### config.mk
export PLATFORM = sky130hd
export DESIGN_NAME = nfba_map_mem
export DESIGN_NICKNAME = d
export VERILOG_FILES = /design/src/rtl/next_fit_bitmap_allocator_defines.svh /design/src/rtl/nfba_pkg.sv /design/src/rtl/nfba_map_mem.sv
export SDC_FILE = /design/constraint.sdc
export NUM_CORES = 2
export LEC_CHECK = 0
export BUFFER_PORTS_ARGS = -buffer_cell sky130_fd_sc_hd__buf_2
export CAP_MARGIN = 20
export CORE_UTILIZATION = 55
export DETAILED_ROUTE_END_ITERATION = 10
export HOLD_SLACK_MARGIN = 0.15
export PLACE_DENSITY = 0.7
export SLEW_MARGIN = 20
export SYNTH_ARGS = -nofsm -noshare
export SYNTH_HDL_FRONTEND = slang
export SYNTH_SLANG_ARGS = --single-unit
### constraint.sdc
create_clock -name i_clk -period 4.6 [get_ports i_clk]
set_clock_uncertainty 0.2 [all_clocks]
set_input_delay 0.46 -clock i_clk [delete_from_list [all_inputs] [get_ports i_clk]]
set_output_delay 0.46 -clock i_clk [all_outputs]
set_load 0.03 [all_outputs]
### src/rtl/next_fit_bitmap_allocator_defines.svh
// Assertion macros shared by the allocator RTL.
// Included by files that carry concurrent assertions; needs nothing else.
`ifndef NEXT_FIT_BITMAP_ALLOCATOR_DEFINES_SVH
`define NEXT_FIT_BITMAP_ALLOCATOR_DEFINES_SVH

// Same-cycle implication, disabled while reset is asserted.
`define NFBA_ASSERT_IMP(label, clk, rst_n, ante, cons, msg) \
    label: assert property (@(posedge clk) disable iff (!rst_n) (ante) |-> (cons)) \
        else $error(msg);

// Next-cycle implication, disabled while reset is asserted.
`define NFBA_ASSERT_NXT(label, clk, rst_n, ante, cons, msg) \
    label: assert property (@(posedge clk) disable iff (!rst_n) (ante) |=> (cons)) \
        else $error(msg);

`endif

### src/rtl/nfba_pkg.sv
// Shared types, codes and helpers of the next-fit bitmap allocator.
// No dependencies; used by every RTL module of the block.
`default_nettype none

package nfba_pkg;

    localparam int unsigned MAX_BLOCKS_DEF = 4096;
    localparam int unsigned WORD_W         = 32;
    localparam int unsigned WORD_B         = 5;
    localparam int unsigned CNT_W          = 13;
    localparam int unsigned IDX_W          = 12;
    localparam int unsigned OPC_W          = 2;
    localparam int unsigned STS_W          = 2;

    localparam logic [CNT_W-1:0] TOTAL_RST = 13'd4096;

    localparam logic [OPC_W-1:0] OP_ALLOC = 2'd0;
    localparam logic [OPC_W-1:0] OP_FREE  = 2'd1;
    localparam logic [OPC_W-1:0] OP_MARK  = 2'd2;

    localparam logic [STS_W-1:0] ST_OK   = 2'd0;
    localparam logic [STS_W-1:0] ST_FULL = 2'd1;
    localparam logic [STS_W-1:0] ST_BAD  = 2'd2;

    typedef struct packed {
        logic [OPC_W-1:0] opcode;
        logic [IDX_W-1:0] block_index;
    } t_in_req;

    typedef struct packed {
        logic [IDX_W-1:0] allocated_block;
        logic [STS_W-1:0] status;
        logic [CNT_W-1:0] free_count;
    } t_out_rsp;

    typedef enum logic [2:0] {
        S_CLEAR,
        S_IDLE,
        S_RMW,
        S_SCAN,
        S_RESP
    } t_state;

    // Index of the single set bit of a one-hot map word.
    function automatic logic [WORD_B-1:0] onehot_index(input logic [WORD_W-1:0] oh);
        logic [WORD_B-1:0] idx;
        idx = '0;
        for (int i = 0; i < WORD_W; i++) begin
            if (oh[i]) begin
                idx = idx | WORD_B'(i);
            end
        end
        return idx;
    endfunction

endpackage

`default_nettype wire

### src/rtl/nfba_map_mem.sv
// Used-bit map storage: one write port, one registered read port.
// Depends on nfba_pkg for the word width.
`default_nettype none

module nfba_map_mem
    import nfba_pkg::*;
#(
    parameter int unsigned DEPTH = 128,
    parameter int unsigned AW    = 7
) (
    input  wire logic              i_clk,
    input  wire logic              i_we,
    input  wire logic [AW-1:0]     i_waddr,
    input  wire logic [WORD_W-1:0] i_wdata,
    input  wire logic [AW-1:0]     i_raddr,
    output logic      [WORD_W-1:0] o_rdata
);

    logic [WORD_W-1:0] r_mem [DEPTH];

    always_ff @(posedge i_clk) begin
        if (i_we) begin
            r_mem[i_waddr] <= i_wdata;
        end
    end

    always_ff @(posedge i_clk) begin
        o_rdata <= r_mem[i_raddr];
    end

endmodule

`default_nettype wire

# Word level (Yosys, flattened, before mapping)

Memory sizes are Yosys's and may differ from the RTL's. A register that Yosys moved wholly into a read port is not among the register bits.
Index checks and enable logic that the tools add are counted.

Register bits after elaboration: 0
Bits in writable memories: 4,096
Input bits: 48
Output and inout bits: 32
Word-level logic and storage cells: 3
Memories kept: 1

Memories:

| memory | words | width | read ports | clocked after Yosys merged registers in | wr ports | line               | RTL |
|---|---|---|---|---|---|---|---|
| r_mem  | 128   | 32    | 1          | 1                                       | 1        | nfba_map_mem.sv:19 | `logic [WORD_W-1:0] r_mem [DEPTH];` |

Mux-type cells: 2

Operators with widths:

| operator | number |
|---|---|
| $mux 1   | 2 |

# Logic depth before layout (Yosys ltp)

Word-level depth: 2
Mapped depth: 8
Gate-level depth less buffers: 4

# Worst setup path after synthesis

Ideal clock, no wire load.

Kind: input-to-reg
From: input i_we
To: memory r_mem[98][0] (enable)
Library setup time: 461 ps
Data arrival time: 3,238 ps
Required time: 3,939 ps
Path slack: 701 ps
Cell stages on the path: 3
Path buffers: 1
Path through: clkbuf_1 -> nand4_1 -> nor3_1

Word-level cells in the longest chain between the ends: 2

RTL lines:

| what                         | line               | RTL |
|---|---|---|
| from (decl)                  | nfba_map_mem.sv:12 | `input wire logic i_we,` |
| $mux 1                       | nfba_map_mem.sv:22 | `if (i_we) begin` |
| $mux 1 (implied by the code) | nfba_map_mem.sv:23 | `r_mem[i_waddr] <= i_wdata;` |
| to (decl)                    | nfba_map_mem.sv:19 |  |

No other way between the ends.

# Worst setup path in the final report

From: input i_waddr[1]
To: memory r_mem[27][16] (enable)

RTL lines:

| what        | line               | RTL |
|---|---|---|
| from (decl) | nfba_map_mem.sv:13 | `input wire logic [AW-1:0] i_waddr,` |

Straight into the memory's write port.

==> impl_results.rst <==
.. list-table::
   :header-rows: 1

   * - Metric
     - Value
   * - Post-CTS resize count
     - 0
   * - Weighted congestion reported at the end of routability-driven placement
     - 0.833
   * - Crit Path Max Fanout
     - 32
   * - Area of the multi-input gates
     - 32,300 um2
   * - Layout Nets
     - 6,600
   * - Pin count of the biggest net entering global routing
     - 98
   * - Least-Margin Pin Slew
     - 1230 ps
   * - CP Class
     - in2reg
   * - Combined buffer and inverter count along the critical path
     - 4
   * - CORE AREA
     - 282,000 um2
   * - Num CTS Buffers
     - 402
   * - Final period util
     - 72.4%
   * - Cell-by-cell trace of the critical path
     - dlygate4sd3_1, buf_2, nor2b_1, nand3_2, buf_4, nor2_4, buf_4
   * - Wire length of the first global-routing pass
     - 579,000 um
   * - Clock tree from TritonCTS
     - yes
   * - Largest incremental delay on the critical path
     - 690 ps
   * - Type of element capturing the critical path
     - register
   * - Worst hold path type
     - in2reg
   * - Buffers added on ports
     - 79
   * - Number of global-route vias before repair
     - 72,700
   * - Setup tns final
     - 0 ps
   * - Shortest period the worst path allows
     - 3330 ps
   * - Number of max-slew violations in the final report
     - 0
   * - Area of the mapped netlist
     - 156,000 um2
   * - Status
     - finished clean
   * - Number of inserted filler cells in the final layout
     - 17,800
   * - Setup repair after global routing missed its margin
     - no
   * - Cells after Synth
     - 5,990
   * - Cell area power density
     - 440 nW/um2
   * - Leakage power
     - 54.9 nW
   * - Die height
     - 535 um
   * - Launching element type of the critical path
     - input port
   * - Vias
     - 73,600
   * - Total Routed Length
     - 420,000 um
   * - Initial antenna violation count
     - 49
   * - Cell repeated most along the worst path
     - buf_4
   * - Worst ir drop on vdd
     - 0.358 mV
   * - # setup viols final
     - 0
   * - Starting density of the core
     - 55.4%
   * - Number of DRC markers in iteration 0
     - 11,600
   * - Vias per Instance
     - 6.90
   * - Worst EP arrival
     - 3640 ps
   * - CP max-delay cell
     - dlygate4sd3_1
   * - Area overhead of the layout relative to synthesis
     - 14.0%
   * - CTS H-Tree Depth
     - 5
   * - Worst skew pair latency
     - 910 ps
   * - Clock transition at path regs
     - 60 ps
   * - Ys Warns
     - 0
   * - Number of buffers on the longest clock path
     - 4
   * - Number of max-capacitance violations reported
     - 0
   * - Number of distinct library cell variants in the gate-level netlist after synthesis
     - 17
   * - Count of buffers added by post-CTS timing repair for setup
     - 0
   * - Area of the die
     - 286,000 um2
   * - Root buf cell
     - clkbuf_16
   * - Mean instance size in the synthesized netlist
     - 26.1 um2
   * - Timing-limited maximum frequency
     - 0.300 GHz
   * - Critical Path RT
     - 4910 ps
   * - Total DRC errors in the routed layout
     - 0
   * - Remaining max-slew budget at the tightest pin
     - 17.7%
   * - Final number of hold-violating endpoints
     - 0
   * - #FFs+latches synth
     - 4,128
   * - Area taken by flip-flops and latches
     - 124,000 um2
   * - X dimension of the die
     - 535 um
   * - Number of clock sinks
     - 4,128
   * - Std-Cell Rows
     - 195
   * - Total nets after synthesis
     - 6,038
   * - Overflow left after global routing
     - 0
   * - Count of antenna-violating nets left after detailed routing
     - 0
   * - Boundary pin count
     - 80
   * - Crit path max-delay family
     - buffers and inverters
   * - Fraction of the core area covered by cells at the end of the flow
     - 63.1%
   * - Final HPWL DP
     - 234,000 um
   * - Total global routing track utilization
     - 29.7%
   * - Sequential-to-total area share from yosys stat
     - 79.1%
   * - FF-to-FF setup slack
     - 1760 ps
   * - Wire length per cell
     - 39.4 um
   * - First-pass DRT Iterations
     - 7
   * - Fraction of final layout cells sized beyond drive strength 1
     - 36.8%
## worst register-to-register path, delay by kind of cell (launching register included)
family | cells | cell delay [ps]
mux | 4 | 2120
flops | 1 | 410
## per-layer routing
layer | part of all wire [%] | track usage [%]
met3 | 11 | 5.40
met2 | 48 | 46.3
met1 | 36 | 41.1
met5 | 0.018 | 0
met4 | 5.5 | 14.3
## registers in the layout (all words and copies together), names as in the netlist
register,cells
r_mem,4096
o_rdata,32
## power by group
| part | leakage (nW) | switching [mW] | internal (mW) |
|---|---|---|---|
| Combinational | 11.5 | 2.58 | 1.62 |
| Sequential | 37.1 | 0.200 | 41.5 |
| Clock | 6.33 | 13.9 | 18.5 |
## path summary, 6_finish.rpt
| path | cells after the start | endpoint | start |
|---|---|---|---|
| worst min register to register | 4 | o_rdata[11]$_DFF_P_ | r_mem[70][11]$_DFFE_PP_ |
| worst max-delay path | 7 | r_mem[27][16]$_DFFE_PP_ | i_waddr[1] |
| worst max register to register | 4 | o_rdata[25]$_DFF_P_ | r_mem[63][25]$_DFFE_PP_ |
| worst min-delay path | 3 | r_mem[74][5]$_DFFE_PP_ | i_waddr[0] |
## metrics by stage
step	worst slack (ps)	cells	hold WS [ps]	cell area (um2)	total power, mW
6_report	1270	10700	245	178000	78.4
4_1_cts	1450	10600	201	178000	78.7
3_5_place_dp	553	9852	690	165000	46.7
5_1_grt	1310	10600	241	178000	80.1
3_3_place_gp	558	9852	684	165000	46.6
2_1_floorplan	701	5990	359	156000	44.5
## cells in the mapped netlist (all sizes together)
cell type	instances	area (um2)
mux2	32	360
nand4	3	18.8
nor3	9	45.0
mux4	1344	30300
nor2	122	458
nand3	12	60.1
dfxtp	32	641
edfxtp	4096	123000
nand2	14	52.6
or3	1	6.26
clkbuf	182	683
nor2b	7	43.8
buf	134	628
nand2b	2	12.5
## logic make-up (layout without fill, tap and decap cells)
| kind of cell | Yosys count | after routing | synth area share (%) |
|---|---|---|---|
| flip-flops | 4128 | 4128 | 79.1 |
| other | 0 | 35 | 0 |
| AND/OR/NAND/NOR | 170 | 170 | 0.446 |
| multiplexers | 1376 | 1376 | 19.6 |
| buffers and inverters | 316 | 1210 | 0.839 |
## timing repair
action | 4_1_cts | 5_1_grt
hold buffers | 36 | 0
setup endpoints to repair | 0 | 0
endpoints found under the hold margin | 2080 | 0
## cell type report
type,count,share of cell area (%)
clock inverter,246,1.30
clock buffer,490,5.97
tap,3743,2.63
antenna,35,0.0491
sequential,4128,69.4
multi-input combinational,1546,18.1
timing repair buffer,474,2.55
## cells in the final DEF (no fill, tap or decap), drive strengths merged
master	netlist	layout
clkinv	0	184
nor2b	7	7
nand3	12	12
nor2	122	122
nor3	9	9
mux2	32	32
nand4	3	3
or3	1	1
clkinvlp	0	18
diode	0	35
mux4	1344	1344
bufinv	0	37
dfxtp	32	32
inv	0	7
nand2b	2	2
buf	134	438
nand2	14	14
clkbuf	182	490
edfxtp	4096	4096
dlygate4sd3	0	36
Note: power is estimated with default switching activity, not from simulation.
