[src/rtl/next_fit_bitmap_allocator_defines.svh]
// Assertion macros shared by the allocator RTL.
// Included by files that carry concurrent assertions; needs nothing else.
`ifndef NEXT_FIT_BITMAP_ALLOCATOR_DEFINES_SVH
`define NEXT_FIT_BITMAP_ALLOCATOR_DEFINES_SVH

// Same-cycle implication, disabled while reset is asserted.
`define NFBA_ASSERT_IMP(label, clk, rst_n, ante, cons, msg) \
    label: assert property (@(posedge clk) disable iff (!rst_n) (ante) |-> (cons)) \
        else $error(msg);

// Next-cycle implication, disabled while reset is asserted.
`define NFBA_ASSERT_NXT(label, clk, rst_n, ante, cons, msg) \
    label: assert property (@(posedge clk) disable iff (!rst_n) (ante) |=> (cons)) \
        else $error(msg);

`endif

[src/rtl/nfba_pkg.sv]
// Shared types, codes and helpers of the next-fit bitmap allocator.
// No dependencies; used by every RTL module of the block.
`default_nettype none

package nfba_pkg;

    localparam int unsigned MAX_BLOCKS_DEF = 4096;
    localparam int unsigned WORD_W         = 32;
    localparam int unsigned WORD_B         = 5;
    localparam int unsigned CNT_W          = 13;
    localparam int unsigned IDX_W          = 12;
    localparam int unsigned OPC_W          = 2;
    localparam int unsigned STS_W          = 2;

    localparam logic [CNT_W-1:0] TOTAL_RST = 13'd4096;

    localparam logic [OPC_W-1:0] OP_ALLOC = 2'd0;
    localparam logic [OPC_W-1:0] OP_FREE  = 2'd1;
    localparam logic [OPC_W-1:0] OP_MARK  = 2'd2;

    localparam logic [STS_W-1:0] ST_OK   = 2'd0;
    localparam logic [STS_W-1:0] ST_FULL = 2'd1;
    localparam logic [STS_W-1:0] ST_BAD  = 2'd2;

    typedef struct packed {
        logic [OPC_W-1:0] opcode;
        logic [IDX_W-1:0] block_index;
    } t_in_req;

    typedef struct packed {
        logic [IDX_W-1:0] allocated_block;
        logic [STS_W-1:0] status;
        logic [CNT_W-1:0] free_count;
    } t_out_rsp;

    typedef enum logic [2:0] {
        S_CLEAR,
        S_IDLE,
        S_RMW,
        S_SCAN,
        S_RESP
    } t_state;

    // Index of the single set bit of a one-hot map word.
    function automatic logic [WORD_B-1:0] onehot_index(input logic [WORD_W-1:0] oh);
        logic [WORD_B-1:0] idx;
        idx = '0;
        for (int i = 0; i < WORD_W; i++) begin
            if (oh[i]) begin
                idx = idx | WORD_B'(i);
            end
        end
        return idx;
    endfunction

endpackage

`default_nettype wire

[src/rtl/nfba_ctrl.sv]
// Sequencer of the allocator: clear pass, read-modify-write of map words,
// word-per-cycle next-fit scan, cursor and used count. Uses nfba_pkg.
`default_nettype none
`include "next_fit_bitmap_allocator_defines.svh"

module nfba_ctrl
    import nfba_pkg::*;
#(
    parameter int unsigned MAX_BLOCKS = MAX_BLOCKS_DEF
) (
    input  wire logic              i_clk,
    input  wire logic              i_rst_n,
    input  wire logic [CNT_W-1:0]  i_size_lim,
    input  wire logic              i_in_valid,
    output logic                   o_in_stall,
    input  wire t_in_req           i_in_req,
    output logic                   o_rsp_valid,
    output t_out_rsp               o_rsp,
    input  wire logic              i_out_ready,
    output logic [$clog2(((MAX_BLOCKS + WORD_W - 1) / WORD_W > 1) ?
                         (MAX_BLOCKS + WORD_W - 1) / WORD_W : 2)-1:0] o_mem_raddr,
    input  wire logic [WORD_W-1:0] i_mem_rdata,
    output logic                   o_mem_we,
    output logic [$clog2(((MAX_BLOCKS + WORD_W - 1) / WORD_W > 1) ?
                         (MAX_BLOCKS + WORD_W - 1) / WORD_W : 2)-1:0] o_mem_waddr,
    output logic [WORD_W-1:0]      o_mem_wdata
);

    localparam int unsigned NWORDS    = (MAX_BLOCKS + WORD_W - 1) / WORD_W;
    localparam int unsigned MEM_DEPTH = (NWORDS > 1) ? NWORDS : 2;
    localparam int unsigned WA_W      = $clog2(MEM_DEPTH);
    localparam int unsigned MB_W      = $clog2(MAX_BLOCKS + 1);
    localparam int unsigned PW        = (MB_W > CNT_W) ? MB_W : CNT_W;

    localparam logic [WORD_W-1:0] ONES = {WORD_W{1'b1}};

    t_state            r_state, n_state;
    logic [IDX_W-1:0]  r_cursor, n_cursor;
    logic [CNT_W-1:0]  r_used, n_used;
    logic [OPC_W-1:0]  r_op, n_op;
    logic [IDX_W-1:0]  r_idx, n_idx;
    logic [WA_W-1:0]   r_eval_word, n_eval_word;
    logic              r_wrapped, n_wrapped;
    logic [PW-1:0]     r_start, n_start;
    logic [WA_W-1:0]   r_clr_addr, n_clr_addr;
    t_out_rsp          r_res, n_res;

    logic              accept;
    logic [PW-1:0]     total_ext, max_ext, t_eff, t_m1, cur_ext, start_pos, idx_in_ext, idx_ext;
    logic [WA_W-1:0]   last_w, start_w, next_w;
    logic [WORD_B-1:0] last_off, start_off, hit_bit;
    logic [PW-1:0]     free_now_w, free_next_w;
    logic [WORD_W-1:0] lomask, tmask, pmask, cand, onehot, bit_sel;
    logic              scan_hit, at_last, cur_bit, in_range, rmw_ok;
    logic [PW-1:0]     hit_pos;

    assign accept = i_in_valid && !o_in_stall;

    // Managed block count, clamped to the storage size.
    assign total_ext = PW'(i_size_lim);
    assign max_ext   = PW'(MAX_BLOCKS);
    assign t_eff     = (total_ext < max_ext) ? total_ext : max_ext;
    assign t_m1      = t_eff - PW'(1);
    assign last_w    = t_m1[WORD_B +: WA_W];
    assign last_off  = t_m1[WORD_B-1:0];

    assign cur_ext    = PW'(r_cursor);
    assign start_pos  = (cur_ext < t_eff) ? cur_ext : '0;
    assign idx_in_ext = PW'(i_in_req.block_index);
    assign idx_ext    = PW'(r_idx);

    assign free_now_w  = (t_eff > PW'(r_used)) ? t_eff - PW'(r_used) : '0;
    assign free_next_w = (t_eff > PW'(n_used)) ? t_eff - PW'(n_used) : '0;

    // Scan masks: the first pass covers positions from the start onward,
    // the wrapped pass covers positions below the start.
    assign start_w   = r_start[WORD_B +: WA_W];
    assign start_off = r_start[WORD_B-1:0];
    assign lomask    = ONES << start_off;
    assign tmask     = (r_eval_word == last_w) ? (ONES >> (WORD_B'(WORD_W - 1) - last_off))
                                               : ONES;
    assign pmask     = (r_eval_word != start_w) ? ONES : (r_wrapped ? ~lomask : lomask);
    assign cand      = ~i_mem_rdata & tmask & pmask;
    assign onehot    = cand & (~cand + WORD_W'(1));
    assign hit_bit   = onehot_index(onehot);
    assign scan_hit  = |cand;
    assign hit_pos   = (PW'(r_eval_word) << WORD_B) | PW'(hit_bit);
    assign at_last   = (r_eval_word == last_w);
    assign next_w    = at_last ? '0 : r_eval_word + WA_W'(1);

    // Free and mark check the addressed bit.
    assign bit_sel  = WORD_W'(1) << r_idx[WORD_B-1:0];
    assign cur_bit  = |(i_mem_rdata & bit_sel);
    assign in_range = idx_ext < t_eff;
    assign rmw_ok   = in_range && ((r_op == OP_FREE) ? cur_bit : !cur_bit);

    always_comb begin
        n_used = r_used;
        if (r_state == S_SCAN && scan_hit) begin
            n_used = r_used + CNT_W'(1);
        end else if (r_state == S_RMW && rmw_ok) begin
            if (r_op == OP_MARK) begin
                n_used = r_used + CNT_W'(1);
            end else if (r_used != '0) begin
                n_used = r_used - CNT_W'(1);
            end
        end
    end

    // Next state.
    always_comb begin
        n_state = r_state;
        case (r_state)
            S_CLEAR: begin
                if (r_clr_addr == WA_W'(MEM_DEPTH - 1)) begin
                    n_state = S_IDLE;
                end
            end
            S_IDLE: begin
                if (accept) begin
                    case (i_in_req.opcode)
                        OP_ALLOC: begin
                            n_state = (free_now_w == '0) ? S_RESP : S_SCAN;
                        end
                        OP_FREE, OP_MARK: begin
                            n_state = S_RMW;
                        end
                        default: begin
                            n_state = S_RESP;
                        end
                    endcase
                end
            end
            S_RMW: begin
                n_state = S_RESP;
            end
            S_SCAN: begin
                if (scan_hit || (r_wrapped && r_eval_word == start_w)) begin
                    n_state = S_RESP;
                end
            end
            S_RESP: begin
                if (i_out_ready) begin
                    n_state = S_IDLE;
                end
            end
            default: begin
                n_state = S_IDLE;
            end
        endcase
    end

    // Outputs and datapath.
    always_comb begin
        o_in_stall  = (r_state != S_IDLE);
        o_rsp_valid = (r_state == S_RESP);
        o_rsp       = r_res;
        o_mem_raddr = '0;
        o_mem_we    = 1'b0;
        o_mem_waddr = r_eval_word;
        o_mem_wdata = i_mem_rdata;
        n_cursor    = r_cursor;
        n_op        = r_op;
        n_idx       = r_idx;
        n_eval_word = r_eval_word;
        n_wrapped   = r_wrapped;
        n_start     = r_start;
        n_clr_addr  = r_clr_addr;
        n_res       = r_res;
        case (r_state)
            S_CLEAR: begin
                o_mem_we    = 1'b1;
                o_mem_waddr = r_clr_addr;
                o_mem_wdata = '0;
                n_clr_addr  = r_clr_addr + WA_W'(1);
            end
            S_IDLE: begin
                if (accept) begin
                    case (i_in_req.opcode)
                        OP_ALLOC: begin
                            o_mem_raddr = start_pos[WORD_B +: WA_W];
                            n_eval_word = start_pos[WORD_B +: WA_W];
                            n_start     = start_pos;
                            n_wrapped   = 1'b0;
                            n_res       = '{allocated_block: '0, status: ST_FULL,
                                            free_count: free_now_w[CNT_W-1:0]};
                        end
                        OP_FREE, OP_MARK: begin
                            o_mem_raddr = idx_in_ext[WORD_B +: WA_W];
                            n_op        = i_in_req.opcode;
                            n_idx       = i_in_req.block_index;
                        end
                        default: begin
                            n_res = '{allocated_block: '0, status: ST_BAD,
                                      free_count: free_now_w[CNT_W-1:0]};
                        end
                    endcase
                end
            end
            S_RMW: begin
                o_mem_waddr = idx_ext[WORD_B +: WA_W];
                o_mem_wdata = i_mem_rdata ^ bit_sel;
                o_mem_we    = rmw_ok;
                n_res       = '{allocated_block: '0, status: rmw_ok ? ST_OK : ST_BAD,
                                free_count: free_next_w[CNT_W-1:0]};
            end
            S_SCAN: begin
                if (scan_hit) begin
                    o_mem_we    = 1'b1;
                    o_mem_wdata = i_mem_rdata | onehot;
                    n_cursor    = hit_pos[IDX_W-1:0];
                    n_res       = '{allocated_block: hit_pos[IDX_W-1:0], status: ST_OK,
                                    free_count: free_next_w[CNT_W-1:0]};
                end else if (r_wrapped && r_eval_word == start_w) begin
                    n_res = '{allocated_block: '0, status: ST_FULL,
                              free_count: free_now_w[CNT_W-1:0]};
                end else begin
                    o_mem_raddr = next_w;
                    n_eval_word = next_w;
                    n_wrapped   = r_wrapped | at_last;
                end
            end
            S_RESP: begin
            end
            default: begin
            end
        endcase
    end

    always_ff @(posedge i_clk) begin
        if (!i_rst_n) begin
            r_state    <= S_CLEAR;
            r_cursor   <= '0;
            r_used     <= '0;
            r_clr_addr <= '0;
        end else begin
            r_state    <= n_state;
            r_cursor   <= n_cursor;
            r_used     <= n_used;
            r_clr_addr <= n_clr_addr;
        end
    end

    always_ff @(posedge i_clk) begin
        r_op        <= n_op;
        r_idx       <= n_idx;
        r_eval_word <= n_eval_word;
        r_wrapped   <= n_wrapped;
        r_start     <= n_start;
        r_res       <= n_res;
    end

    `NFBA_ASSERT_IMP(a_write_states, i_clk, i_rst_n, o_mem_we, (r_state == S_CLEAR || r_state == S_RMW || r_state == S_SCAN), "map written outside clear, rmw or scan")
    `NFBA_ASSERT_NXT(a_alloc_count, i_clk, i_rst_n, (r_state == S_SCAN && scan_hit), (r_used == $past(r_used) + CNT_W'(1)), "allocate did not bump the used count")
    `NFBA_ASSERT_NXT(a_alloc_cursor, i_clk, i_rst_n, (r_state == S_SCAN && scan_hit), (r_res.status == ST_OK && r_res.allocated_block == r_cursor), "granted block and cursor disagree")
    `NFBA_ASSERT_NXT(a_resp_hold, i_clk, i_rst_n, (r_state == S_RESP && !i_out_ready), (r_state == S_RESP && $stable(r_res)), "pending response lost")

endmodule

`default_nettype wire

[config.mk]
export PLATFORM = sky130hd
export DESIGN_NAME = nfba_ctrl
export DESIGN_NICKNAME = d
export VERILOG_FILES = /design/src/rtl/nfba_pkg.sv /design/src/rtl/nfba_ctrl.sv
export VERILOG_INCLUDE_DIRS = /design/src /design/src/rtl
export SDC_FILE = /design/constraint.sdc
export NUM_CORES = 1
export LEC_CHECK = 0
export BUFFER_PORTS_ARGS = -buffer_cell sky130_fd_sc_hd__buf_2
export CELL_PAD_IN_SITES_DETAIL_PLACEMENT = 1
export CELL_PAD_IN_SITES_GLOBAL_PLACEMENT = 2
export CORE_MARGIN = 5
export CORE_UTILIZATION = 30
export DETAILED_ROUTE_END_ITERATION = 10
export PLACE_DENSITY = 0.84
export SLEW_MARGIN = 10
export SYNTH_ARGS = -nofsm -noshare
export SYNTH_HDL_FRONTEND = slang
export SYNTH_SLANG_ARGS = --single-unit
[constraint.sdc]
create_clock -name i_clk -period 8.7 [get_ports i_clk]
set_input_delay 0.435 -clock i_clk [delete_from_list [all_inputs] [get_ports i_clk]]
set_output_delay 0.435 -clock i_clk [all_outputs]
set_load 0.02 [all_outputs]
### After elaboration in Yosys (flattened, before gate mapping)

Index checks and enable logic that the tools add are counted.

* output and inout port bits: 76
* word-level logic and storage cells: 219
* input bits: 63
* register bits after elaboration: 96

* bitwise operators: 11
* order comparisons: 5
* muxes and demuxes: 132
* add/subtract/negate cells: 9
* reduce and logical (&&, ||, !) cells: 23
* shift operators: 3
* eq/ne operators: 24

Operators with widths (count)
* 27-bit 2-to-1 mux: 9
* 13-bit 2-to-1 mux: 13
* 32-bit 2-to-1 mux: 5
* 12-bit 2-to-1 mux: 13
* 7-bit 2-to-1 mux: 20
* 32-bit bitwise AND: 4
* 32-bit NOT: 3
* 32-bit case mux with 3 select lines: 1
* 27-bit case mux with 3 select lines: 1
* 5-bit 2-to-1 mux: 16
* 32-bit OR reduction: 2
* 7-bit case mux with 2 select lines: 4
* 27-bit case mux with 2 select lines: 1
* 3-bit 2-to-1 mux: 15
* 32-bit by 1-bit adder with 32-bit output (second input constant): 1
* 4-bit 2-to-1 mux: 8
* 32-bit OR: 1
* 1-bit by 5-bit << shifter with 32-bit output (first input constant): 1
* 32-bit by 5-bit << shifter with 32-bit output (first input constant): 1
* 32-bit by 5-bit >> shifter with 32-bit output (first input constant): 1
* 32-bit bitwise XOR: 1
* 13-bit > comparator: 2
* 12-bit by 13-bit < comparator with 1-bit output: 2
* 13-bit subtractor: 2
* 40 further kinds: 80

### Depth between registers and ports, before layout

Gate-level depths: netlist of the first run.

* word-level depth: 46
* gate-level depth with buffers: 29
* gate-level depth less buffers: 26

### Worst setup path after synthesis of the first run

No wires, ideal clock.

* kind: input -> register
* from: input i_size_lim[12]
* to: register r_res (netlist bit o_rsp[12]) (data pin)
* stages: 27
* buffers on the path: 7
* path slack: 2300 ps
* data arrival time: 6248 ps
* data required time: 8548 ps
* cell sequence: clkbuf_1 -> clkbuf_1 -> clkbuf_1 -> nand2b_1 -> nand2_1 -> ha_1 -> or2_2 -> buf_1 -> a22oi_1 -> a41oi_1 -> or4b_1 -> buf_2 -> or2_2 -> nor2_1 -> nor2_1 -> nor4b_1 -> a32oi_1 -> o21ai_0 -> xnor2_1 -> ha_1 -> clkbuf_1 -> nand2_1 -> or2_0 -> a21boi_1 -> a211o_1 -> buf_6 -> o22ai_2

RTL lines
* from (decl): RTL line nfba_ctrl.sv:13 `input wire logic [CNT_W-1:0] i_size_lim,`
* to (signal assigned): RTL line nfba_ctrl.sv:250 `r_res <= n_res;`
* to (decl): RTL line nfba_ctrl.sv:46 `t_out_rsp r_res, n_res;`

==> results.toml, run 1 <==
[global_route]
grt_pass1_wl_um = 72620
grt_pass1_vias = 11760
grt_usage_pct = 24.22
grt_max_degree = 50
antenna_found_initial = 0
grt_overflow = 0

[critical_path]
rr_worst_depth = 22
max_stage_delay_ns = 0.73
rr_startpoint = "r_eval_word[1]"
crit_start = "i_size_lim[3]"
regToRegSetupSlack_ns = 1.56
critPathSlowestCell = "nor4_2"
crit_arrival_ns = 7.44
path_class = "in -> reg"
cp_top_family = "simple AND/OR/NAND/NOR gates"
cp_num_cells = 23
reg2reg_to = "o_rsp[4]"
crit_chain = "buf_2 -> nor4_2 -> a41oi_1 -> or4_1 -> a211oi_2 -> and4_1 -> buf_4 -> a41oi_1 -> or4b_1 -> or2_2 -> nor2_1 -> nor2_2 -> nor4b_1 -> a21oi_1 -> o21ai_0 -> xnor2_1 -> ha_1 -> and2_1 -> nand2_1 -> or2_0 -> a21boi_1 -> a211o_1 -> o31ai_1"
endpoint = "o_rsp[4]"
path_buf_inv = 2
endpoint_kind = "flop"
worstPathMaxFanout = 17
cpMostUsedCell = "a41oi_1"
required_ns = 8.91
startpoint_type = "input pin"

[run]
maxCapViolations = 0

[timing]
finalWorstSetupSlack_ns = 1.469
hold_viol_final = 0
max_clock_freq_mhz = 138.3
slew-limit-headroom_pct = 23.49
period_share_pct = 83.12
slew_viol_final = 0
fin_skew_ns = 0.01059
worst_pin_slew_ns = 1.145
period_needed_ns = 7.231
whs_ns = 0.2377
rsz0062_at_grt = "false"
tns_ns = 0
setup-violations-final = 0

[synthesis]
synthMuxAreaShare_pct = 1.058
ys_ff_latch = 96
synth_area_um2 = 10530
yosysMostFrequentCell = "nor2_1"
synthAdderAreaFrac_pct = 10.43
synth_area_per_cell_um2 = 7.443
synthesis.nets = 1556
dominantRegCellSynth = "edfxtp_1"
ys_seq_area_share_pct = 24.06
synth_area_leaders = "edfxtp_1 17%, ha_1 9.3%, dfxtp_1 6.7%, a21oi_1 6.1%, nor2_1 5.6%"
synth_top_family_by_area = "simple AND/OR/NAND/NOR gates"
synth-simple-area-share_pct = 27.00
async_flop_share_pct = 0
yosys.area.top_type = "edfxtp_1"
synth_edf_count = 61
synth_common_cells = "157 x nor2_1, 146 x nand2_1, 128 x a21oi_1, 88 x o21ai_0, 78 x ha_1"
yosysWarningCount = 0
synth_top_area_share_pct = 17.40
synth_compound_area_share_pct = 25.05
synthCells = 1414
synth_cell_types = 83
synth_xor_area_share_pct = 6.824

[clocking]
ctsLongestPathBuffers = 2
root_buffer = "clkbuf_16"
cts_tree = "built"
htree_levels = 3
postCtsHoldBufs = 0
cts_sinks = 96
cts_setup_buffers = 0
clock_latency_ns = 0.38
cts_resized = 0
cts_buffers = 9
cts.clk_slew.worst_paths_ns = 0.07

[drt]
via_per_inst = 5.896
routed_wl_um = 48640
first_pass_iters = 5
routedWlPerCell_um = 24.80
ant_nets = 0
drt_iter0_drc = 1036
num_vias = 11560
drc_errors = 0

[run_status]
status = "finished clean"

[die]
core_um2 = 34630
io_pins = 139
rows = 68
fp.dieW_um = 197.3
start_util_pct = 30.39
fp.dieH_um = 197.3
die-area_um2 = 38930

[placed_design]
placed_cells = 1945
finalWeightedCongestion = 0.9972
pre_cts_ws_ns = 1.122
dp_hpwl_um = 38610
portBuffers = 138
place_area_um2 = 11640

[final_layout]
final_util_pct = 34.53
drive_gt1_share_pct = 13.81
stdcell_count = 1961
final_cell_area_um2 = 11960
final_nets = 1643
diodes = 0
syn_to_final_growth_pct = 13.60

[power_and_ir_drop]
p_leak_nw = 4.838
p_per_area_nw_per_um2 = 96.72
power_mw = 1.156
vdd_drop_max_uv = 99.72

[hold_path]
hp-class = "in -> reg"
report_power, final:
group	leakage, nW	switching, mW	internal [mW]
clock network	0.150	0.212	0.229
logic	3.90	0.153	0.0777
registers	0.783	0.00179	0.482
total	4.84	0.367	0.790
area by class of cell:
cell class | instances | area, µm²
repair buffers | 164 | 885.9
clock buffers | 9 | 225.2
flip-flops and latches | 96 | 2534
multi-input cells | 1168 | 7423
well taps | 455 | 569.3
fillers | 4294 | 22670
clock inverters | 7 | 86.33
inverters | 62 | 232.7
worst min-delay path by stage:
stage / startpoint / end / slack (ns) / depth (start not counted)
final: i_in_req[4] / r_idx[4] / 0.24 / 1
after global routing: i_in_req[4] / r_idx[4] / 0.23 / 1
after CTS: i_in_req[1] / r_idx[1] / 0.22 / 1
after detailed placement: r_cursor[10] / r_cursor[10] / 0.48 / 2
after global placement: r_cursor[11] / r_cursor[11] / 0.48 / 2
after floorplan: r_cursor[5] / r_cursor[5] / 0.45 / 2
kinds of logic (layout without fill, tap and decap cells):
group                    Yosys count  count (layout)
adder cells (fa/ha/maj)           89              89
buffers and inverters            150             242
AO/OA/AOI/OAI                    413             413
multiplexers                      11              11
XOR/XNOR                          82              82
AND/OR/NAND/NOR                  573             573
flip-flops                        96              96
registers in the layout (all words and copies together) (netlist names):
signal / cells
r_clr_addr: 7
o_rsp: 27
r_idx: 12
r_used: 13
r_op: 2
r_cursor: 12
r_wrapped: 1
r_start: 12
r_state: 3
r_eval_word: 7
per-layer routing:
layer  part of all wire, %  up-vias  wire, µm  global-route usage, %
met5                     0        -         0                      0
met4                   3.5        0      1721                  8.115
met3                   5.9       79      2890                  3.121
met2                    46      420     22600                  40.52
met1                    44     5700     21420                  32.35
li1                      -     5364         -                      -
placed cells by master (no fill, tap or decap), types with 8 or more instances in the layout:
master | Yosys | layout
a211oi_1 | 18 | 18
a21o_1 | 25 | 25
a21oi_1 | 128 | 127
a31oi_1 | 19 | 19
a41oi_1 | 9 | 9
and2_1 | 23 | 23
and3_1 | 25 | 25
buf_2 | 8 | 138
buf_4 | 0 | 26
clkbuf_16 | 0 | 9
dfxtp_1 | 35 | 34
edfxtp_1 | 61 | 61
ha_1 | 78 | 78
inv_1 | 61 | 61
maj3_1 | 9 | 9
mux2i_1 | 10 | 10
nand2_1 | 146 | 146
nand2b_1 | 20 | 20
nand3_1 | 37 | 37
nand3b_1 | 8 | 8
nand4_1 | 25 | 25
nor2_1 | 157 | 156
nor2b_1 | 12 | 12
nor3_1 | 30 | 30
nor4_1 | 20 | 20
o21a_1 | 12 | 12
o21ai_0 | 88 | 87
o21ai_1 | 7 | 8
o22ai_1 | 16 | 16
o31ai_1 | 10 | 9
or3_1 | 26 | 26
or4_1 | 8 | 8
xnor2_1 | 58 | 58
xor2_1 | 24 | 24
No activity file was read; power rests on OpenSTA's default activity.
==> inputs of run 2 (changes only) <==
PLACE_DENSITY = 0.87   (was 0.84)
clock period = 6.3 ns   (was 8.7 ns; I/O delays follow)
==> run 2 against run 1 <==
Sequential power grew 38%. Die area unchanged. Setup slack worse by 1.3 ns. Sequential share of layout area fell by 1.7 points. Global-route usage up 0.78 points. Via count is 5.2% higher.
==> results.toml, run 2 (synthesized netlist as in run 1, its figures left out) <==
[global_route]
grt_max_degree = 50
grt_pass1_wl_um = 75580
grt_pass1_vias = 12480
grt_usage_pct = 25.00
antenna_found_initial = 0
grt_overflow = 0

[hold_path]
hp-class = "in -> reg"
holdPathStages = 1

[drt]
ant_nets = 0
highest_layer = "met4"
first_pass_iters = 5
num_vias = 12170
met2_length_um = 23860
routed_wl_um = 50200
via_per_inst = 5.845
drc_errors = 0
routedWlPerCell_um = 24.11
wl_met1_um = 22120
drt_iter0_drc = 864
wl_met3_um = 2244

[final_layout]
syn_to_final_growth_pct = 23.32
layout_commonest_cell = "nor2_1"
drive_gt1_share_pct = 21.22
nFillCells = 4310
stdcell_count = 2082
final_nets = 1763
largest_register_ffs = 27
mostFrequentLayoutCells = "155 x nor2_1, 146 x nand2_1, 144 x buf_4, 138 x buf_2, 127 x a21oi_1"

[clocking]
cts_tree = "built"
ctsLongestPathBuffers = 2
postCtsHoldBufs = 0
cts.clk_slew.worst_paths_ns = 0.08
cts_sinks = 96
clock_latency_ns = 0.37
htree_levels = 3
cts_buffers = 9
root_buffer = "clkbuf_16"

[critical_path]
path_class = "reg -> reg"
critPathSlowestCell = "or4_1"
startpoint_type = "flop"
worstPathMaxFanout = 10
max_stage_delay_ns = 0.52
endpoint_kind = "flop"
crit_arrival_ns = 6.25
required_ns = 6.42
rr_worst_depth = 25

[die]
core_um2 = 34630
io_pins = 139
fp.dieW_um = 197.3
die-area_um2 = 38930
fp.dieH_um = 197.3
start_util_pct = 30.39
rows = 68

[timing]
max_clock_freq_mhz = 163.3
fin_skew_ns = 0.01181
worst_pin_slew_ns = 0.9775
setup-violations-final = 0
slew-limit-headroom_pct = 34.83
period_needed_ns = 6.125
rsz0062_at_grt = "true"
period_share_pct = 97.22
slew_viol_final = 0
hold_viol_final = 0
tns_ns = 0

[power_and_ir_drop]
p_leak_nw = 5.433
vdd_drop_max_uv = 111.4
p_per_area_nw_per_um2 = 124.4

[placed_design]
placed_cells = 2062
finalWeightedCongestion = 0.9753
portBuffers = 138
dp_hpwl_um = 41060

[run]
maxCapViolations = 0

[run_status]
status = "finished clean"
==> run 2: cell types whose count changed in the layout (fill, tap and decap cells not counted), sizes merged <==
cell	previous run	this run
diode	0	1
clkinvlp	1	0
buf	164	284
bufinv	1	0
clkbuf	9	10
inv	64	65
==> run 2: timing repair <==
item	CTS	global route
setup endpoints to repair	7	13
cloned	0	0
hold endpoints to repair	0	0
pin swaps	0	6
buffers inserted	0	3
resized for setup	1	23
==> run 2: final timing paths <==
check,start,end,slack [ns]
worst max-delay path,r_eval_word[4],o_rsp[10],0.17
worst min-delay path,i_in_req[4],r_idx[4],0.12
worst max register to register,r_eval_word[4],o_rsp[10],0.17
worst min register to register,r_cursor[7],r_cursor[7],0.50
==> run 2: area by class of cell <==
cell class,count,area (µm²),share of cell area (%)
Multi-Input combinational cell,1168,7526,57.98
Clock inverter,6,53.80,0.4145
Timing Repair Buffer,284,1812,13.96
Tap cell,455,569.3,4.386
Inverter,62,232.7,1.793
Clock buffer,10,250.2,1.928
Antenna cell,1,2.502,0.01928
Sequential cell,96,2534,19.52
==> run 2: worst max-delay path: cells and delay by family, from the launching register on <==
| family | cells | cell delay (ns) |
|---|---|---|
| simple gates | 7 | 1.90 |
| compound gates | 7 | 1.38 |
| fa+ha+maj | 4 | 1.15 |
| buf+inv | 5 | 0.71 |
| flops | 1 | 0.39 |
| xor+xnor | 2 | 0.36 |
==> run 2: through the flow <==
step / hold slack, ns / utilization, % / cell area [µm²] / setup slack, ns / total power [mW]
2_1_floorplan: 0.4139 / - / 10530 / 0.01985 / 0.8714
3_3_place_gp: 0.4771 / 36.24 / 12550 / -0.2494 / 1.025
3_5_place_dp: 0.4836 / 36.24 / 12550 / -0.5374 / 1.033
4_1_cts: 0.1057 / 37.14 / 12860 / 0.01192 / 1.623
5_1_grt: 0.1140 / 37.48 / 12980 / -0.04582 / 1.683
6_report: 0.1234 / 37.48 / 12980 / 0.1749 / 1.614
==> run 2: metal layers <==
layer / global-route usage [%] / vias up
met5: 0 / -
met3: 2.729 / 96
met4: 9.861 / 0
met2: 42.30 / 381
li1: - / 5609
met1: 32.69 / 6084
==> run 2: report_power, final <==
part	internal (mW)	switching, mW	leakage, nW
logic	0.136	0.224	4.50
registers	0.666	0.00227	0.783
clock network	0.301	0.285	0.152
total	1.10	0.511	5.43
==> inputs of run 3 (changes only) <==
PLACE_DENSITY = 0.77   (was 0.87)
==> run 3 against run 2 <==
Count of clock-buffer cells in the layout increased by 1. Non-clock buffer count decreased by 19. Register-to-register slack improved by 0.04 ns. Maximum frequency increased by 0.58%. Flip-flop and latch count unchanged. Via count decreased by 1.7%. Final cell count decreased by 0.96%. Clock power decreased by 2%. Sequential power about the same. Largest cell class unchanged. Utilization decreased by 0.38 points. Highest routed layer is now met5. First-iteration DRC count decreased by 21%. Critical path depth decreased by 4.
==> results.toml, run 3 (synthesized netlist as in run 1, its figures left out) <==
[hold_path]
holdPathStages = 1
hp-class = "in -> reg"
hold_start = "i_in_req[0]"
worstHoldEndpoint = "r_idx[0]"

[die]
fp.dieW_um = 197.3
io_pins = 139
fp.dieH_um = 197.3
start_util_pct = 30.39
rows = 68
die-area_um2 = 38930
core_um2 = 34630

[timing]
slew-limit-headroom_pct = 20.74
worst_pin_slew_ns = 1.189
fin_skew_ns = 0.01346
period_needed_ns = 6.090
hold_viol_final = 0
whs_ns = 0.1121
period_share_pct = 96.66
tns_ns = 0
slew_viol_final = 0
max_clock_freq_mhz = 164.2
finalWorstSetupSlack_ns = 0.2102
setup-violations-final = 0

[critical_path]
critPathSlowestCell = "or4_1"
rr_startpoint = "r_start[4]"
max_stage_delay_ns = 0.63
regToRegSetupSlack_ns = 0.21
cpMostUsedCell = "a21oi_1"
crit_chain = "buf_4 -> or2_2 -> o21ai_0 -> a41oi_2 -> or4_1 -> a21oi_1 -> nand3_1 -> buf_4 -> or3_1 -> nand2_1 -> o21ai_0 -> a21oi_1 -> o22ai_2 -> ha_1 -> a21oi_1 -> a21o_1 -> o21ai_1 -> maj3_1 -> a221o_1 -> and3_1 -> o31ai_1"
crit_arrival_ns = 6.28
rr_worst_depth = 21
startpoint_type = "flop"
worstPathMaxFanout = 20
reg2reg_to = "o_rsp[11]"
endpoint_kind = "flop"
required_ns = 6.49
path_class = "reg -> reg"

[final_layout]
final_nets = 1744
diodes = 0
drive_gt1_share_pct = 20.22
syn_to_final_growth_pct = 22.08
stdcell_count = 2062
mostFrequentLayoutCells = "154 x nor2_1, 145 x nand2_1, 138 x buf_2, 127 x a21oi_1, 123 x buf_4"
largest_register_ffs = 27
final_util_pct = 37.10
layout_commonest_cell = "nor2_1"
final_cell_area_um2 = 12850

[global_route]
grt_usage_pct = 25.31
grt_pass1_vias = 12190
grt_overflow = 0
grt.busiest_layer = "met2"
antenna_found_initial = 2
grt.met3_usage_pct = 4.486
grt_pass1_wl_um = 75670
grt_util_met2_pct = 40.82
grt_max_degree = 39
use_met1_pct = 33.37

[clocking]
cts_buffers = 9
ctsLongestPathBuffers = 2
root_buffer = "clkbuf_16"
htree_levels = 3
cts.clk_slew.worst_paths_ns = 0.08
clock_latency_ns = 0.37
cts_sinks = 96
cts_tree = "built"

[power_and_ir_drop]
p_leak_nw = 5.371
p_per_area_nw_per_um2 = 123.7
power_mw = 1.589
vdd_drop_max_uv = 133.9

[run]
maxCapViolations = 0

[placed_design]
dp_hpwl_um = 40630
pre_cts_ws_ns = -0.2683
place_area_um2 = 12330
portBuffers = 138
finalWeightedCongestion = 0.9864
placed_cells = 2031

[drt]
num_vias = 11960
routed_wl_um = 50820
first_pass_iters = 5
routedWlPerCell_um = 24.64
drt_iter0_drc = 686
ant_nets = 0
drc_errors = 0
via_per_inst = 5.802

[run_status]
status = "finished clean"
==> run 3: cell types whose count changed in the layout (fill, tap and decap cells not counted), sizes merged <==
cell,before,now
clkinv,3,2
clkbuf,10,11
diode,1,0
buf,284,265
==> run 3: worst max path at each step <==
stage | from | to | slack [ns] | depth (start not counted)
floorplan | i_size_lim[12] | o_rsp[12] | 0.02 | 27
finish | r_start[4] | o_rsp[11] | 0.21 | 21
detailed placement | i_size_lim[3] | o_rsp[4] | -0.27 | 22
global placement | i_size_lim[3] | o_rsp[4] | -0.06 | 22
CTS | r_eval_word[4] | o_rsp[11] | 0.02 | 21
global route | r_eval_word[0] | o_rsp[4] | -0.06 | 23
==> run 3: final cells by class <==
| type | instances | area [µm²] |
|---|---|---|
| Clock inverter | 5 | 41.29 |
| Tap cell | 455 | 569.3 |
| Multi-Input combinational cell | 1168 | 7523 |
| Sequential cell | 96 | 2534 |
| Inverter | 62 | 232.7 |
| Clock buffer | 11 | 254.0 |
| Timing Repair Buffer | 265 | 1694 |
| Fill cell | 4303 | 21780 |
==> run 3: where the power goes <==
group / switching [mW] / internal, mW / leakage [nW]
clock network: 0.277 / 0.298 / 0.146
logic: 0.218 / 0.128 / 4.44
registers: 0.00208 / 0.666 / 0.783
==> run 3: timing repair <==
| action | 4_1_cts | 5_1_grt |
|---|---|---|
| gates resized for setup | 0 | 23 |
| hold buffers | 0 | 0 |
| buffers inserted | 0 | 15 |
| setup endpoints to repair | 0 | 13 |
==> run 3: critical path: cells and delay by family (launching register included) <==
kind                       cells  cell delay (ns)
AOI/OAI and AO/OA             11             2.38
and+or+nand+nor                6             1.73
DFF                            1             0.51
adders and majority gates      2             0.82
buffers and inverters          2             0.45
==> run 3: metal layers <==
metal | routed length, µm | part of all wire [%]
met3 | 2860 | 5.6
met2 | 23070 | 45
met5 | 30 | 0.059
met4 | 2193 | 4.3
met1 | 22660 | 45
